<file path="config.mk">
export PLATFORM = sky130hd
export DESIGN_NAME = pulse_width_temp_frame_decoder_flat
export DESIGN_NICKNAME = d
export VERILOG_FILES = /design/src/hdl/pwtd_pkg.sv /design/src/hdl/pwtd_if.sv /design/src/hdl/pwtd_front.sv /design/src/hdl/pwtd_fifo.sv /design/src/hdl/pwtd_back.sv /design/src/hdl/pulse_width_temp_frame_decoder.sv /design/src/flat_wrapper.sv
export VERILOG_INCLUDE_DIRS = /design/src /design/src/hdl
export SDC_FILE = /design/constraint.sdc
export NUM_CORES = 1
export LEC_CHECK = 0
export BUFFER_PORTS_ARGS = -buffer_cell sky130_fd_sc_hd__buf_2
export CORE_UTILIZATION = 45
export CTS_BUF_LIST = sky130_fd_sc_hd__clkbuf_8 sky130_fd_sc_hd__clkbuf_16
export DETAILED_ROUTE_END_ITERATION = 8
export GPL_ROUTABILITY_DRIVEN = 0
export PLACE_DENSITY = 0.62
export SLEW_MARGIN = 20
export SYNTH_ARGS = -nofsm -noshare
export SYNTH_HDL_FRONTEND = slang
export SYNTH_SLANG_ARGS = --single-unit
</file>
<file path="constraint.sdc">
create_clock -name clk -period 7.7 [get_ports clk]
set_input_delay 2.31 -clock clk [delete_from_list [all_inputs] [get_ports clk]]
set_output_delay 2.31 -clock clk [all_outputs]
set_load 0.02 [all_outputs]
</file>
<file path="src/hdl/pulse_width_temp_frame_decoder_assert.svh">
// Assertion macros shared by the frame decoder RTL.
`ifndef PULSE_WIDTH_TEMP_FRAME_DECODER_ASSERT_SVH
`define PULSE_WIDTH_TEMP_FRAME_DECODER_ASSERT_SVH
`ifndef SYNTHESIS
`define PWTD_ASSERT(label, prop) \
    label: assert property (@(posedge clk) disable iff (!rst_n) (prop)) \
        else $error("frame decoder assertion failed");
`define PWTD_ASSERT_NEXT(label, ante, cons) \
    label: assert property (@(posedge clk) disable iff (!rst_n) (ante) |=> (cons)) \
        else $error("frame decoder assertion failed");
`else
`define PWTD_ASSERT(label, prop)
`define PWTD_ASSERT_NEXT(label, ante, cons)
`endif
`endif

</file>
<file path="src/hdl/pwtd_pkg.sv">
// Package with types, constants and codes of the pulse width frame decoder.
package pwtd_pkg;

    localparam int PULSE_BITS = 16;
    localparam int LEN_W = 16;
    localparam int CFG_W = 16;
    localparam int CFG_IDX_W = 2;
    localparam int IDX_W = 7;
    localparam int WORD_W = 32;
    localparam int RAW_W = 12;
    localparam int TEMP_W = 10;

    localparam logic [LEN_W-1:0] PULSE_MASK = LEN_W'((64'h1 << PULSE_BITS) - 64'h1);
    localparam logic [IDX_W-1:0] IDX_MAX = 7'd127;
    localparam logic [IDX_W-1:0] IDX_LAST_BEFORE_END = 7'd65;
    localparam logic [RAW_W-1:0] TEMP_NEG_LIMIT = 12'd3000;
    localparam logic [RAW_W:0] TEMP_BASE = 13'd4096;
    localparam logic [RAW_W-1:0] TEMP_MAX = 12'h258;

    localparam logic [CFG_IDX_W-1:0] CFG_GAP_MAX = 2'd0;
    localparam logic [CFG_IDX_W-1:0] CFG_SHORT_MIN = 2'd1;
    localparam logic [CFG_IDX_W-1:0] CFG_SHORT_MAX = 2'd2;
    localparam logic [CFG_IDX_W-1:0] CFG_LONG_MIN = 2'd3;

    localparam logic [CFG_W-1:0] GAP_MAX_RESET = 16'd550;
    localparam logic [CFG_W-1:0] SHORT_MIN_RESET = 16'd1600;
    localparam logic [CFG_W-1:0] SHORT_MAX_RESET = 16'd2200;
    localparam logic [CFG_W-1:0] LONG_MIN_RESET = 16'd3000;

    typedef enum logic [2:0] {
        ST_OK,
        ST_COUNT,
        ST_GAP,
        ST_MARK,
        ST_ZERO,
        ST_PARITY,
        ST_FIXED,
        ST_RANGE
    } status_t;

    typedef struct packed {
        logic [CFG_W-1:0] gap_max;
        logic [CFG_W-1:0] short_min;
        logic [CFG_W-1:0] short_max;
        logic [CFG_W-1:0] long_min;
    } cfg_t;

    typedef struct packed {
        logic first;
        logic last;
        logic is_mark;
        logic is_gap;
        logic bit_val;
        logic mark_bad;
        logic gap_bad;
        logic count_ok;
    } tok_t;

    typedef struct packed {
        status_t status;
        logic [WORD_W-1:0] raw_word;
        logic [7:0] rolling_code;
        logic battery_ok;
        logic [TEMP_W-1:0] temp_tenths;
        logic temp_negative;
    } res_t;

endpackage

</file>
<file path="src/hdl/pwtd_if.sv">
// Handshake interfaces for pulse words and result words.
interface pwtd_pulse_if;
    logic valid;
    logic ready;
    logic [pwtd_pkg::LEN_W-1:0] pulse_len;
    logic frame_start;
    logic frame_end;

    modport source (output valid, output pulse_len, output frame_start, output frame_end,
                    input ready);
    modport sink (input valid, input pulse_len, input frame_start, input frame_end,
                  output ready);
endinterface

interface pwtd_result_if;
    logic valid;
    logic ready;
    logic [2:0] status;
    logic [pwtd_pkg::WORD_W-1:0] raw_word;
    logic [7:0] rolling_code;
    logic battery_ok;
    logic [pwtd_pkg::TEMP_W-1:0] temp_tenths;
    logic temp_negative;

    modport source (output valid, output status, output raw_word, output rolling_code,
                    output battery_ok, output temp_tenths, output temp_negative,
                    input ready);
    modport sink (input valid, input status, input raw_word, input rolling_code,
                  input battery_ok, input temp_tenths, input temp_negative,
                  output ready);
endinterface

</file>
<file path="src/hdl/pwtd_front.sv">
// Front end: accepts pulse words, counts pulses and classifies each one.
module pwtd_front (
    input  logic            clk,
    input  logic            rst_n,
    input  pwtd_pkg::cfg_t  cfg,
    pwtd_pulse_if.sink      pulse_in,
    input  logic            full,
    output logic            push,
    output pwtd_pkg::tok_t  tok
);
    import pwtd_pkg::*;

    logic [IDX_W-1:0] idx_reg;
    logic [IDX_W-1:0] idx_next;
    logic [IDX_W-1:0] idx_base;
    logic [IDX_W:0]   num;
    logic [LEN_W-1:0] len;

    assign pulse_in.ready = !full;
    assign push = pulse_in.valid && !full;
    assign len = pulse_in.pulse_len & PULSE_MASK;
    assign idx_base = pulse_in.frame_start ? '0 : idx_reg;
    assign num = {1'b0, idx_base} + (IDX_W+1)'(1);

    always_comb
    begin
        tok.first = pulse_in.frame_start;
        tok.last = pulse_in.frame_end;
        tok.is_mark = (num >= 8'd2) && (num <= 8'd64) && !num[0];
        tok.is_gap = (num >= 8'd3) && (num <= 8'd65) && num[0];
        tok.bit_val = len > cfg.long_min;
        tok.mark_bad = (len < cfg.short_min) || (len > cfg.short_max);
        tok.gap_bad = len > cfg.gap_max;
        tok.count_ok = idx_base == IDX_LAST_BEFORE_END;
    end

    always_comb
    begin
        if (pulse_in.frame_end)
        begin
            idx_next = '0;
        end
        else if (idx_base < IDX_MAX)
        begin
            idx_next = num[IDX_W-1:0];
        end
        else
        begin
            idx_next = IDX_MAX;
        end
    end

    always_ff @(posedge clk or negedge rst_n)
    begin
        if (!rst_n)
        begin
            idx_reg <= '0;
        end
        else if (push)
        begin
            idx_reg <= idx_next;
        end
    end

endmodule

</file>
<file path="src/hdl/pwtd_fifo.sv">
// Two-entry queue of classified pulse tokens between front and back.
module pwtd_fifo (
    input  logic           clk,
    input  logic           rst_n,
    input  logic           push,
    input  pwtd_pkg::tok_t push_tok,
    input  logic           pop,
    output logic           full,
    output logic           valid,
    output pwtd_pkg::tok_t head
);
    import pwtd_pkg::*;

    tok_t       mem_reg [2];
    logic       wr_ptr_reg;
    logic       wr_ptr_next;
    logic       rd_ptr_reg;
    logic       rd_ptr_next;
    logic [1:0] count_reg;
    logic [1:0] count_next;

    assign full = count_reg == 2'd2;
    assign valid = count_reg != 2'd0;
    assign head = mem_reg[rd_ptr_reg];

    always_comb
    begin
        wr_ptr_next = push ? !wr_ptr_reg : wr_ptr_reg;
        rd_ptr_next = pop ? !rd_ptr_reg : rd_ptr_reg;
        count_next = count_reg + 2'(push) - 2'(pop);
    end

    always_ff @(posedge clk)
    begin
        if (push)
        begin
            mem_reg[wr_ptr_reg] <= push_tok;
        end
    end

    always_ff @(posedge clk or negedge rst_n)
    begin
        if (!rst_n)
        begin
            wr_ptr_reg <= 1'b0;
            rd_ptr_reg <= 1'b0;
            count_reg <= 2'd0;
        end
        else
        begin
            wr_ptr_reg <= wr_ptr_next;
            rd_ptr_reg <= rd_ptr_next;
            count_reg <= count_next;
        end
    end

endmodule

</file>
<file path="src/hdl/pwtd_back.sv">
// Back end: assembles frame bits, tracks errors and forms the result word.
module pwtd_back (
    input  logic           clk,
    input  logic           rst_n,
    input  logic           tok_valid,
    input  pwtd_pkg::tok_t tok,
    output logic           pop,
    input  logic           res_ready,
    output logic           res_valid,
    output pwtd_pkg::res_t res
);
    import pwtd_pkg::*;

    logic [WORD_W-1:0] shift_reg;
    logic [WORD_W-1:0] shift_next;
    status_t           err_reg;
    status_t           err_next;
    logic              pend_reg;
    logic              pend_next;
    logic              res_valid_reg;
    logic              res_valid_next;
    res_t              res_reg;
    res_t              res_next;

    logic [WORD_W-1:0] shift_base;
    status_t           err_base;
    logic              pend_base;
    logic [WORD_W-1:0] word;
    status_t           err_now;
    logic [RAW_W-1:0]  raw;
    logic [RAW_W-1:0]  mag;
    logic              neg;
    status_t           status;
    logic              out_free;

    assign out_free = !res_valid_reg || res_ready;
    assign pop = tok_valid && (!tok.last || out_free);
    assign res_valid = res_valid_reg;
    assign res = res_reg;

    always_comb
    begin
        shift_base = tok.first ? '0 : shift_reg;
        err_base = tok.first ? ST_OK : err_reg;
        pend_base = tok.first ? 1'b0 : pend_reg;
        word = shift_base;
        err_now = err_base;
        pend_next = pend_base;
        if (tok.is_mark)
        begin
            word = {shift_base[WORD_W-2:0], tok.bit_val};
            if (!tok.bit_val && tok.mark_bad)
            begin
                pend_next = 1'b1;
            end
        end
        else if (tok.is_gap)
        begin
            if (err_base == ST_OK)
            begin
                if (tok.gap_bad)
                begin
                    err_now = ST_GAP;
                end
                else if (pend_base)
                begin
                    err_now = ST_MARK;
                end
            end
            pend_next = 1'b0;
        end
        if (tok.last)
        begin
            shift_next = '0;
            err_next = ST_OK;
            pend_next = 1'b0;
        end
        else
        begin
            shift_next = word;
            err_next = err_now;
        end
    end

    always_comb
    begin
        raw = word[19:8];
        neg = raw > TEMP_NEG_LIMIT;
        mag = neg ? RAW_W'(TEMP_BASE - {1'b0, raw}) : raw;
        if (!tok.count_ok)
        begin
            status = ST_COUNT;
        end
        else if (err_now != ST_OK)
        begin
            status = err_now;
        end
        else if (word == '0)
        begin
            status = ST_ZERO;
        end
        else if (^word)
        begin
            status = ST_PARITY;
        end
        else if (word[22:20] != 3'd0)
        begin
            status = ST_FIXED;
        end
        else if (mag > TEMP_MAX)
        begin
            status = ST_RANGE;
        end
        else
        begin
            status = ST_OK;
        end
        res_next.status = status;
        res_next.raw_word = word;
        if (status == ST_OK)
        begin
            res_next.rolling_code = word[31:24];
            res_next.battery_ok = word[23];
            res_next.temp_tenths = mag[TEMP_W-1:0];
            res_next.temp_negative = neg;
        end
        else
        begin
            res_next.rolling_code = '0;
            res_next.battery_ok = 1'b0;
            res_next.temp_tenths = '0;
            res_next.temp_negative = 1'b0;
        end
    end

    always_comb
    begin
        if (pop && tok.last)
        begin
            res_valid_next = 1'b1;
        end
        else if (res_ready)
        begin
            res_valid_next = 1'b0;
        end
        else
        begin
            res_valid_next = res_valid_reg;
        end
    end

    always_ff @(posedge clk)
    begin
        if (pop && tok.last)
        begin
            res_reg <= res_next;
        end
    end

    always_ff @(posedge clk or negedge rst_n)
    begin
        if (!rst_n)
        begin
            shift_reg <= '0;
            err_reg <= ST_OK;
            pend_reg <= 1'b0;
            res_valid_reg <= 1'b0;
        end
        else
        begin
            res_valid_reg <= res_valid_next;
            if (pop)
            begin
                shift_reg <= shift_next;
                err_reg <= err_next;
                pend_reg <= pend_next;
            end
        end
    end

endmodule

</file>
<file path="src/hdl/pulse_width_temp_frame_decoder.sv">
// A frame-end word is registered in the token queue and then in the output register.
// Throughput: one pulse word per cycle unless the queue is full; the two-entry token queue
// lets the front keep taking words while a finished result waits in the output register.
// Only a frame-end token waits in the back end, and only while the output register is full and not being read.
// Reset clears the pulse counter, bit shifter, error state, queue and output valid, and
// loads the default configuration registers.
module pulse_width_temp_frame_decoder (
    input  logic                              clk,
    input  logic                              rst_n,
    pwtd_pulse_if.sink                        pulse_in,
    pwtd_result_if.source                     result_out,
    input  logic                              cfg_we,
    input  logic [pwtd_pkg::CFG_IDX_W-1:0]    cfg_index,
    input  logic [pwtd_pkg::CFG_W-1:0]        cfg_value
);
    import pwtd_pkg::*;

    cfg_t cfg_reg;
    cfg_t cfg_next;
    logic push;
    tok_t push_tok;
    logic full;
    logic tok_valid;
    tok_t head;
    logic pop;
    logic res_valid;
    res_t res;

    always_comb
    begin
        cfg_next = cfg_reg;
        if (cfg_we)
        begin
            case (cfg_index)
                CFG_GAP_MAX:   cfg_next.gap_max = cfg_value;
                CFG_SHORT_MIN: cfg_next.short_min = cfg_value;
                CFG_SHORT_MAX: cfg_next.short_max = cfg_value;
                CFG_LONG_MIN:  cfg_next.long_min = cfg_value;
                default:       cfg_next = cfg_reg;
            endcase
        end
    end

    always_ff @(posedge clk or negedge rst_n)
    begin
        if (!rst_n)
        begin
            cfg_reg.gap_max <= GAP_MAX_RESET;
            cfg_reg.short_min <= SHORT_MIN_RESET;
            cfg_reg.short_max <= SHORT_MAX_RESET;
            cfg_reg.long_min <= LONG_MIN_RESET;
        end
        else
        begin
            cfg_reg <= cfg_next;
        end
    end

    pwtd_front u_front (
        .clk      (clk),
        .rst_n    (rst_n),
        .cfg      (cfg_reg),
        .pulse_in (pulse_in),
        .full     (full),
        .push     (push),
        .tok      (push_tok)
    );

    pwtd_fifo u_fifo (
        .clk      (clk),
        .rst_n    (rst_n),
        .push     (push),
        .push_tok (push_tok),
        .pop      (pop),
        .full     (full),
        .valid    (tok_valid),
        .head     (head)
    );

    pwtd_back u_back (
        .clk       (clk),
        .rst_n     (rst_n),
        .tok_valid (tok_valid),
        .tok       (head),
        .pop       (pop),
        .res_ready (result_out.ready),
        .res_valid (res_valid),
        .res       (res)
    );

    assign result_out.valid = res_valid;
    assign result_out.status = res.status;
    assign result_out.raw_word = res.raw_word;
    assign result_out.rolling_code = res.rolling_code;
    assign result_out.battery_ok = res.battery_ok;
    assign result_out.temp_tenths = res.temp_tenths;
    assign result_out.temp_negative = res.temp_negative;

`include "pulse_width_temp_frame_decoder_assert.svh"

    `PWTD_ASSERT(a_fail_fields_zero, !res_valid || res.status == ST_OK || (res.rolling_code == 8'd0 && !res.battery_ok && res.temp_tenths == '0 && !res.temp_negative))
    `PWTD_ASSERT(a_ok_temp_in_range, !res_valid || res.status != ST_OK || res.temp_tenths <= TEMP_W'(TEMP_MAX))
    `PWTD_ASSERT_NEXT(a_end_gives_result, pop && head.last, res_valid)

endmodule
</file>
<file path="src/flat_wrapper.sv">
// flat-port wrapper written by rule: the top's interface ports become plain ports
module pulse_width_temp_frame_decoder_flat import pwtd_pkg::*;
  (clk, rst_n, cfg_we, cfg_index, cfg_value, pulse_in_valid, pulse_in_pulse_len, pulse_in_frame_start, pulse_in_frame_end, pulse_in_ready, result_out_valid, result_out_status, result_out_raw_word, result_out_rolling_code, result_out_battery_ok, result_out_temp_tenths, result_out_temp_negative, result_out_ready);
  pwtd_pulse_if pulse_in_i ();
  pwtd_result_if result_out_i ();
  input  logic clk;
  input  logic rst_n;
  input  logic cfg_we;
  input  logic [pwtd_pkg::CFG_IDX_W-1:0] cfg_index;
  input  logic [pwtd_pkg::CFG_W-1:0] cfg_value;
  input wire logic [$bits(pulse_in_i.valid)-1:0] pulse_in_valid;
  input wire logic [$bits(pulse_in_i.pulse_len)-1:0] pulse_in_pulse_len;
  input wire logic [$bits(pulse_in_i.frame_start)-1:0] pulse_in_frame_start;
  input wire logic [$bits(pulse_in_i.frame_end)-1:0] pulse_in_frame_end;
  output wire logic [$bits(pulse_in_i.ready)-1:0] pulse_in_ready;
  output wire logic [$bits(result_out_i.valid)-1:0] result_out_valid;
  output wire logic [$bits(result_out_i.status)-1:0] result_out_status;
  output wire logic [$bits(result_out_i.raw_word)-1:0] result_out_raw_word;
  output wire logic [$bits(result_out_i.rolling_code)-1:0] result_out_rolling_code;
  output wire logic [$bits(result_out_i.battery_ok)-1:0] result_out_battery_ok;
  output wire logic [$bits(result_out_i.temp_tenths)-1:0] result_out_temp_tenths;
  output wire logic [$bits(result_out_i.temp_negative)-1:0] result_out_temp_negative;
  input wire logic [$bits(result_out_i.ready)-1:0] result_out_ready;
  assign pulse_in_i.valid = pulse_in_valid;
  assign pulse_in_i.pulse_len = pulse_in_pulse_len;
  assign pulse_in_i.frame_start = pulse_in_frame_start;
  assign pulse_in_i.frame_end = pulse_in_frame_end;
  assign pulse_in_ready = pulse_in_i.ready;
  assign result_out_valid = result_out_i.valid;
  assign result_out_status = result_out_i.status;
  assign result_out_raw_word = result_out_i.raw_word;
  assign result_out_rolling_code = result_out_i.rolling_code;
  assign result_out_battery_ok = result_out_i.battery_ok;
  assign result_out_temp_tenths = result_out_i.temp_tenths;
  assign result_out_temp_negative = result_out_i.temp_negative;
  assign result_out_i.ready = result_out_ready;
  pulse_width_temp_frame_decoder u_core (.clk(clk), .rst_n(rst_n), .pulse_in(pulse_in_i), .result_out(result_out_i), .cfg_we(cfg_we), .cfg_index(cfg_index), .cfg_value(cfg_value));
endmodule
</file>
Word-level counts from Yosys, hierarchy flattened
Memories as Yosys holds them, arrays and structs flattened.
Cells that the tools add are included.
{"block": "op_classes", "add_sub_neg": 4, "order_cmp": 11, "n_eq_ne": 5, "n_mux": 29, "reduce_logical": 31}
{"cell": "$mux W32", "n": 3}
{"cell": "$gt A16 B16 Y1", "n": 3}
{"cell": "$mux W3", "n": 13}
{"cell": "$logic_not A32 Y1", "n": 1}
{"cell": "$reduce_xor A32 Y1", "n": 1}
{"cell": "$mux W7", "n": 3}
{"cell": "$ge A8 B2 Y1 const B", "n": 2}
{"cell": "$le A8 B7 Y1 const B", "n": 2}
{"cell": "$lt A16 B16 Y1", "n": 1}
{"cell": "$gt A12 B10 Y1 const B", "n": 1}
{"cell": "$gt A12 B12 Y1 const B", "n": 1}
{"cell": "$mux W12", "n": 1}
{"cell": "$sub A1 B12 Y12 const A", "n": 1}
{"cell": "$mux W1", "n": 9}
{"cell": "$add A7 B1 Y8 const B", "n": 1}
{"cell": "$logic_and A1 B1 Y1", "n": 8}
{"cell": "$reduce_and A2 Y1", "n": 4}
{"cell": "$eq A7 B7 Y1 const B", "n": 1}
{"cell": "$logic_not A1 Y1", "n": 7}
{"cell": "$lt A7 B7 Y1 const B", "n": 1}
{"cell": "$eq A2 B2 Y1 const B", "n": 3}
{"cell": "$logic_not A3 Y1", "n": 2}
{"cell": "$reduce_bool A3 Y1", "n": 2}
{"cell": "$reduce_bool A2 Y1", "n": 2}
{"cell": "5 further kinds", "n": 7}
{"block": "word_totals", "ff_bits": 167, "ramBits": 16, "inputBits": 41, "output_inout_bits": 57, "elab_cells": 99, "mem_count": 1}
{"name": "u_core.u_fifo.mem_reg", "words": 2, "word_bits": 8, "read_ports": 1, "rd_clocked_by_memory_dff": 0, "wr": 1, "line_no": "pwtd_fifo.sv:14", "rtl": "tok_t mem_reg [2];"}

Longest topological paths before layout
An unclocked memory read counts as a cell.
{"block": "logic_depth", "word_depth": 13, "mapped_depth": 18, "ltp_nobuf": 15}

By module
Synthesis repeated with hierarchy kept, for this count alone.
{"block": "unflattened", "hier_cells": 949, "area_unflattened_um2": 10591.4}
{"mod": "pwtd_back", "instances": 1, "cells_each": 498, "area_each_um2": 5283.8, "seq_area_each_um2": 2577.5}
{"mod": "pulse_width_temp_frame_decoder", "instances": 1, "cells_each": 136, "area_each_um2": 2433.6, "seq_area_each_um2": 1624.1}
{"mod": "pwtd_front", "instances": 1, "cells_each": 275, "area_each_um2": 2063.2, "seq_area_each_um2": 175.2}
{"mod": "pwtd_fifo", "instances": 1, "cells_each": 40, "area_each_um2": 810.8, "seq_area_each_um2": 580.6}

Least setup slack after synthesis
OpenSTA, ideal clock, no wires.
{"block": "synth_timing", "kind": "in2reg", "start": "input result_out_ready", "end": "register u_core.u_back.res_reg (netlist bit u_core.u_back.res[0]) (enable)", "setup_ps": 468, "t_arrival_ps": 5078, "t_required_ps": 7232, "setup_slack_ps": 2154, "cell_stages": 4, "path_buffers": 1, "cell_sequence": "nand2b_1 > o22ai_1 > clkbuf_1 > nor2_1"}
{"block": "synth_between", "elab_chain_len": 4}
{"item": "start: declaration", "line_no": "flat_wrapper.sv:23", "rtl": "input wire logic [$bits(result_out_i.ready)-1:0] result_out_ready;"}
{"item": "$logic_or A1 B1 Y1", "line_no": "pwtd_back.sv:36", "rtl": "assign out_free = !res_valid_reg || res_ready;"}
{"item": "$logic_or A1 B1 Y1", "line_no": "pwtd_back.sv:37", "rtl": "assign pop = tok_valid && (!tok.last || out_free);"}
{"item": "$logic_and A1 B1 Y1", "line_no": "pwtd_back.sv:37"}
{"item": "$logic_and A1 B1 Y1", "line_no": "pwtd_back.sv:154", "rtl": "if (pop && tok.last)"}
{"item": "end signal: assignment", "line_no": "pwtd_back.sv:156", "rtl": "res_reg <= res_next;"}
{"item": "end: declaration", "line_no": "pwtd_back.sv:22", "rtl": "res_t res_reg;"}
Every way passes these cells.
A chain may end at the register's enable or synchronous reset.

==> Implementation_results.wiki <==
{| class="wikitable"
! Metric !! Value
|-
| Type of the setup path with the least slack || reg -> reg
|-
| Synthesized flop and latch total || about 180
|-
| # DRC || 0
|-
| Syn_area_per_cell || 10.7 um^2
|-
| Core region area || 0.0221 mm^2
|-
| Number of antenna violations at the first check in global routing || 0
|-
| Buffer type at the clock tree root || sky130_fd_sc_hd__clkbuf_16
|-
| Number of flops mapped to enable cells by yosys || 71
|-
| Inserted Clock Buffers || 17
|-
| Aggregate routed wire length || 22.7 mm
|-
| Largest net degree at the start of global routing || 70
|-
| Number of different library cells in the post-synthesis netlist || 64
|-
| Share of flip-flops with an asynchronous set or reset after synthesis || 61.2%
|-
| Flip-flop count of the largest register, all copies and words added || 64
|-
| Number of input and output port buffers inserted || 97
|-
| Share of the synthesized area in the top cell type || 22.9%
|-
| DR vias/cell || 5.44
|-
| Syn_nets || approximately 1,100
|-
| Ratio of final minimum period to clock period || 64.5%
|-
| Wire length per cell || 16.9 um
|-
| Top achievable clock speed || 0.201 GHz
|-
| Number of failing setup endpoints in the final timing report || 0
|-
| Initial core utilization || a little under half
|-
| Outcome || finished, final reports clean
|-
| Maximum clock path buffer count || 2
|-
| Number of inserted diodes || 0
|-
| Number of failing hold endpoints at the final stage || 0
|-
| Net count reported at finish || 1,177
|-
| Leakage power of the design || 5.05 nW
|-
| Detailed-router iteration count before antenna repair || 5
|-
| Classification of the worst-slack hold path || reg -> reg
|-
| Max_slew headroom || 33.4%
|-
| Register area share after synthesis || about half
|-
| Proportion of layout cells with a drive suffix above 1 || 22.7%
|-
| Cell area after technology mapping || 0.0103 mm^2
|-
| Crit path cell chain || mux2i_4 > buf_4 > a21boi_0 > nor2_1 > inv_1 > ha_1 > and4_1 > and2_1 > a221oi_2 > o22ai_1 > a2111oi_4 > a31oi_2 > o22ai_2 > buf_4 > nor3_2
|-
| Cell accounting for the most synthesized area || sky130_fd_sc_hd__dfrtp_1
|-
| Cell Count, Final, Fillers Out || 1,337
|-
| Max Cap Viol || 0
|-
| Worst-path maximum fanout || 38
|-
| Number of setup buffers added after CTS || 0
|-
| Die Span X || 153 um
|-
| Critical Path RT || 7850 ps
|-
| Cell repeated most along the worst path || sky130_fd_sc_hd__buf_4
|-
| Cell family contributing the most delay on the critical path || compound AO/OA/AOI/OAI gates
|-
| Syn Inst Count || 957
|-
| Post-route minimum period || approximately 5000 ps
|-
| HPWL after detailed placement || 16.2 mm
|-
| Number of max-slew violations in the final report || 0
|-
| Clock tree from TritonCTS || built
|-
| Top-level port count || 98
|-
| Area added between synthesis and finish || 12.7%
|-
| Total overflow reported by the global router || 0
|-
| Filler Cells Inserted || 1,960
|-
| Total of hold buffers inserted after clock tree synthesis || 0
|-
| CP bufs+invs || 3
|-
| Number of placed cells counting well taps || about 1,300
|-
| Wire length of the first global-routing pass || approximately 38 mm
|-
| Yosys synthesis warning count || 0
|-
| Clock Pin Slew Worst Setup and Hold Paths || about 70 ps
|-
| Height of the die || 153 um
|-
| Via count of the first global-routing pass || ~7,300
|-
| Commonest register cell after synthesis || sky130_fd_sc_hd__dfrtp_1
|-
| Overall routing resource usage || 20.6%
|-
| Clock sink total || approximately 180
|-
| Worst skew pair latency || 430 ps
|-
| Row count || 54
|-
| Final antenna-violating net count || 0
|-
| Max rail drop VDD || 0.184 mV
|-
| Number of DRC violations after detailed-routing iteration 0 || 582
|-
| RSZ-0062 raised after global routing || no
|-
| Worst-margin pin slew || 996 ps
|-
| Element type at the critical path start || flop
|-
| H-tree levels || 4
|-
| Post_cts resized || 0
|-
| Worst path slowest cell || sky130_fd_sc_hd__dfrtp_1
|-
| Post-route setup TNS || 0 ps
|-
| Clock Skews || 12.9 ps
|-
| Data arrival time at the worst-slack endpoint || 5110 ps
|-
| Element type at the critical path end || flop
|-
| Routed via count || ~7,300
|-
| Longest individual stage delay on the worst path || 770 ps
|-
| Power per Cell Area || 291 mW/mm^2
|-
| Die ar. || 0.0234 mm^2
|-
| Cell types with the largest area share after synthesis || sky130_fd_sc_hd__dfrtp_1 (23%), sky130_fd_sc_hd__edfxtp_1 (21%), sky130_fd_sc_hd__ha_1 (11%)
|}
==> path summary, 6_finish.rpt <==
path	start	endpoint	slack [ps]	cells after the start
max	u_core.u_fifo.rd_ptr_reg$_DFFE_PN0P_	u_core.u_back.res[16]$_SDFFCE_PP0P_	2730	15
min	u_core.u_fifo.wr_ptr_reg$_DFFE_PN0P_	u_core.u_fifo.wr_ptr_reg$_DFFE_PN0P_	500	1
max reg2reg	u_core.u_fifo.rd_ptr_reg$_DFFE_PN0P_	u_core.u_back.res[16]$_SDFFCE_PP0P_	2730	15
min reg2reg	u_core.u_fifo.wr_ptr_reg$_DFFE_PN0P_	u_core.u_fifo.wr_ptr_reg$_DFFE_PN0P_	500	1
max in group asynchronous	rst_n	u_core.u_back.shift_reg[16]$_DFFE_PN0P_	4490	2
min in group asynchronous	rst_n	u_core.cfg_reg[30]$_DFFE_PN0P_	2010	1
==> stage by stage <==
stage / power, mW / utilization, % / area (um^2) / setup slack [ps] / hold WS [ps]
after floorplan: 2.23 / - / 10300 / 2150 / 457
after CTS: 3.40 / 52.4 / 11600 / 2740 / 505
after global routing: 3.58 / 52.4 / 11600 / 2380 / 520
after detailed placement: 2.60 / 50.0 / 11000 / 2750 / 493
final: 3.37 / 52.4 / 11600 / 2730 / 502
after global placement: 2.59 / 50.0 / 11000 / 2690 / 479
==> metal layers <==
layer | wire length (um) | track usage, % | part of all wire (%)
met3 | 862 | 2.95 | 3.8
met4 | 269 | 5.82 | 1.2
met5 | 0 | 0 | 0
met1 | 11300 | 29.7 | 50
met2 | 10200 | 32.3 | 45
==> logic make-up (layout without fill, tap and decap cells) <==
logic type | Yosys count | after routing | synth area share (%)
adder cells (fa/ha/maj) | 92 | 92 | 11.2
XOR/XNOR | 28 | 28 | 2.39
AO/OA/AOI/OAI | 204 | 204 | 13.4
multiplexers | 66 | 66 | 7.19
flip-flops | 183 | 183 | 48.3
buffers and inverters | 142 | 242 | 5.46
AND/OR/NAND/NOR | 242 | 242 | 12.1
==> cell usage after synthesis, drive strengths merged, types with 2 or more instances <==
master	n
a31oi	4
xor2	3
nor3	27
a21o	21
and2	4
mux2	56
and3	4
mux2i	10
o22ai	4
nor2	40
ha	92
o211ai	3
clkbuf	30
a221o	2
a221oi	3
xnor2	25
nand4	16
o41ai	2
nand2	96
a211oi	2
dfstp	18
nand3	16
edfxtp	71
nor4	7
nand3b	3
a32oi	2
o21ai	42
buf	8
a21oi	57
and4	2
nor2b	10
nand2b	8
a2111oi	2
o31ai	3
nor3b	6
inv	104
dfrtp	94
o21a	14
a21boi	3
a311oi	2
a22o	30
==> worst reg2reg max path, cell delays in order (launching register included) <==
cell                        delay (ps)
sky130_fd_sc_hd__dfrtp_1           770
sky130_fd_sc_hd__mux2i_4           320
sky130_fd_sc_hd__buf_4             430
sky130_fd_sc_hd__a21boi_0          240
sky130_fd_sc_hd__nor2_1            310
sky130_fd_sc_hd__inv_1             120
sky130_fd_sc_hd__ha_1              240
sky130_fd_sc_hd__and4_1            230
sky130_fd_sc_hd__and2_1            180
sky130_fd_sc_hd__a221oi_2          420
sky130_fd_sc_hd__o22ai_1           200
sky130_fd_sc_hd__a2111oi_4         440
sky130_fd_sc_hd__a31oi_2           190
sky130_fd_sc_hd__o22ai_2           190
sky130_fd_sc_hd__buf_4             330
sky130_fd_sc_hd__nor3_2             80
==> report_power, final <==
group / switching (mW) / internal [mW] / total (mW)
clock: 0.387 / 0.414 / 0.801
combinational: 0.787 / 0.380 / 1.17
sequential: 0.104 / 1.30 / 1.40
total: 1.28 / 2.09 / 3.37
==> cells in the final DEF (no fill, tap or decap), types with 12 or more instances in the layout <==
cell type,synthesis,routed
sky130_fd_sc_hd__a21o_1,21,21
sky130_fd_sc_hd__a21oi_1,57,57
sky130_fd_sc_hd__a22o_1,30,30
sky130_fd_sc_hd__buf_2,4,96
sky130_fd_sc_hd__clkbuf_16,0,17
sky130_fd_sc_hd__dfrtp_1,94,94
sky130_fd_sc_hd__dfstp_2,18,18
sky130_fd_sc_hd__edfxtp_1,71,71
sky130_fd_sc_hd__ha_1,92,92
sky130_fd_sc_hd__inv_1,104,106
sky130_fd_sc_hd__mux2_2,54,54
sky130_fd_sc_hd__nand2_1,95,95
sky130_fd_sc_hd__nand3_1,16,16
sky130_fd_sc_hd__nand4_1,16,16
sky130_fd_sc_hd__nor2_1,40,38
sky130_fd_sc_hd__nor3_1,12,12
sky130_fd_sc_hd__nor3_2,15,15
sky130_fd_sc_hd__o21a_1,14,14
sky130_fd_sc_hd__o21ai_0,42,42
sky130_fd_sc_hd__xnor2_1,25,25
==> final cells by class <==
type,count,area [um^2],share of cell area [%]
clock buffer,17,425,3.67
clock inverter,15,104,0.897
inverter,104,390,3.37
multi-input combinational,632,4800,41.4
sequential,183,4960,42.8
tap,280,350,3.03
timing repair buffer,106,556,4.80
Note: power is estimated with default switching activity, not from simulation.
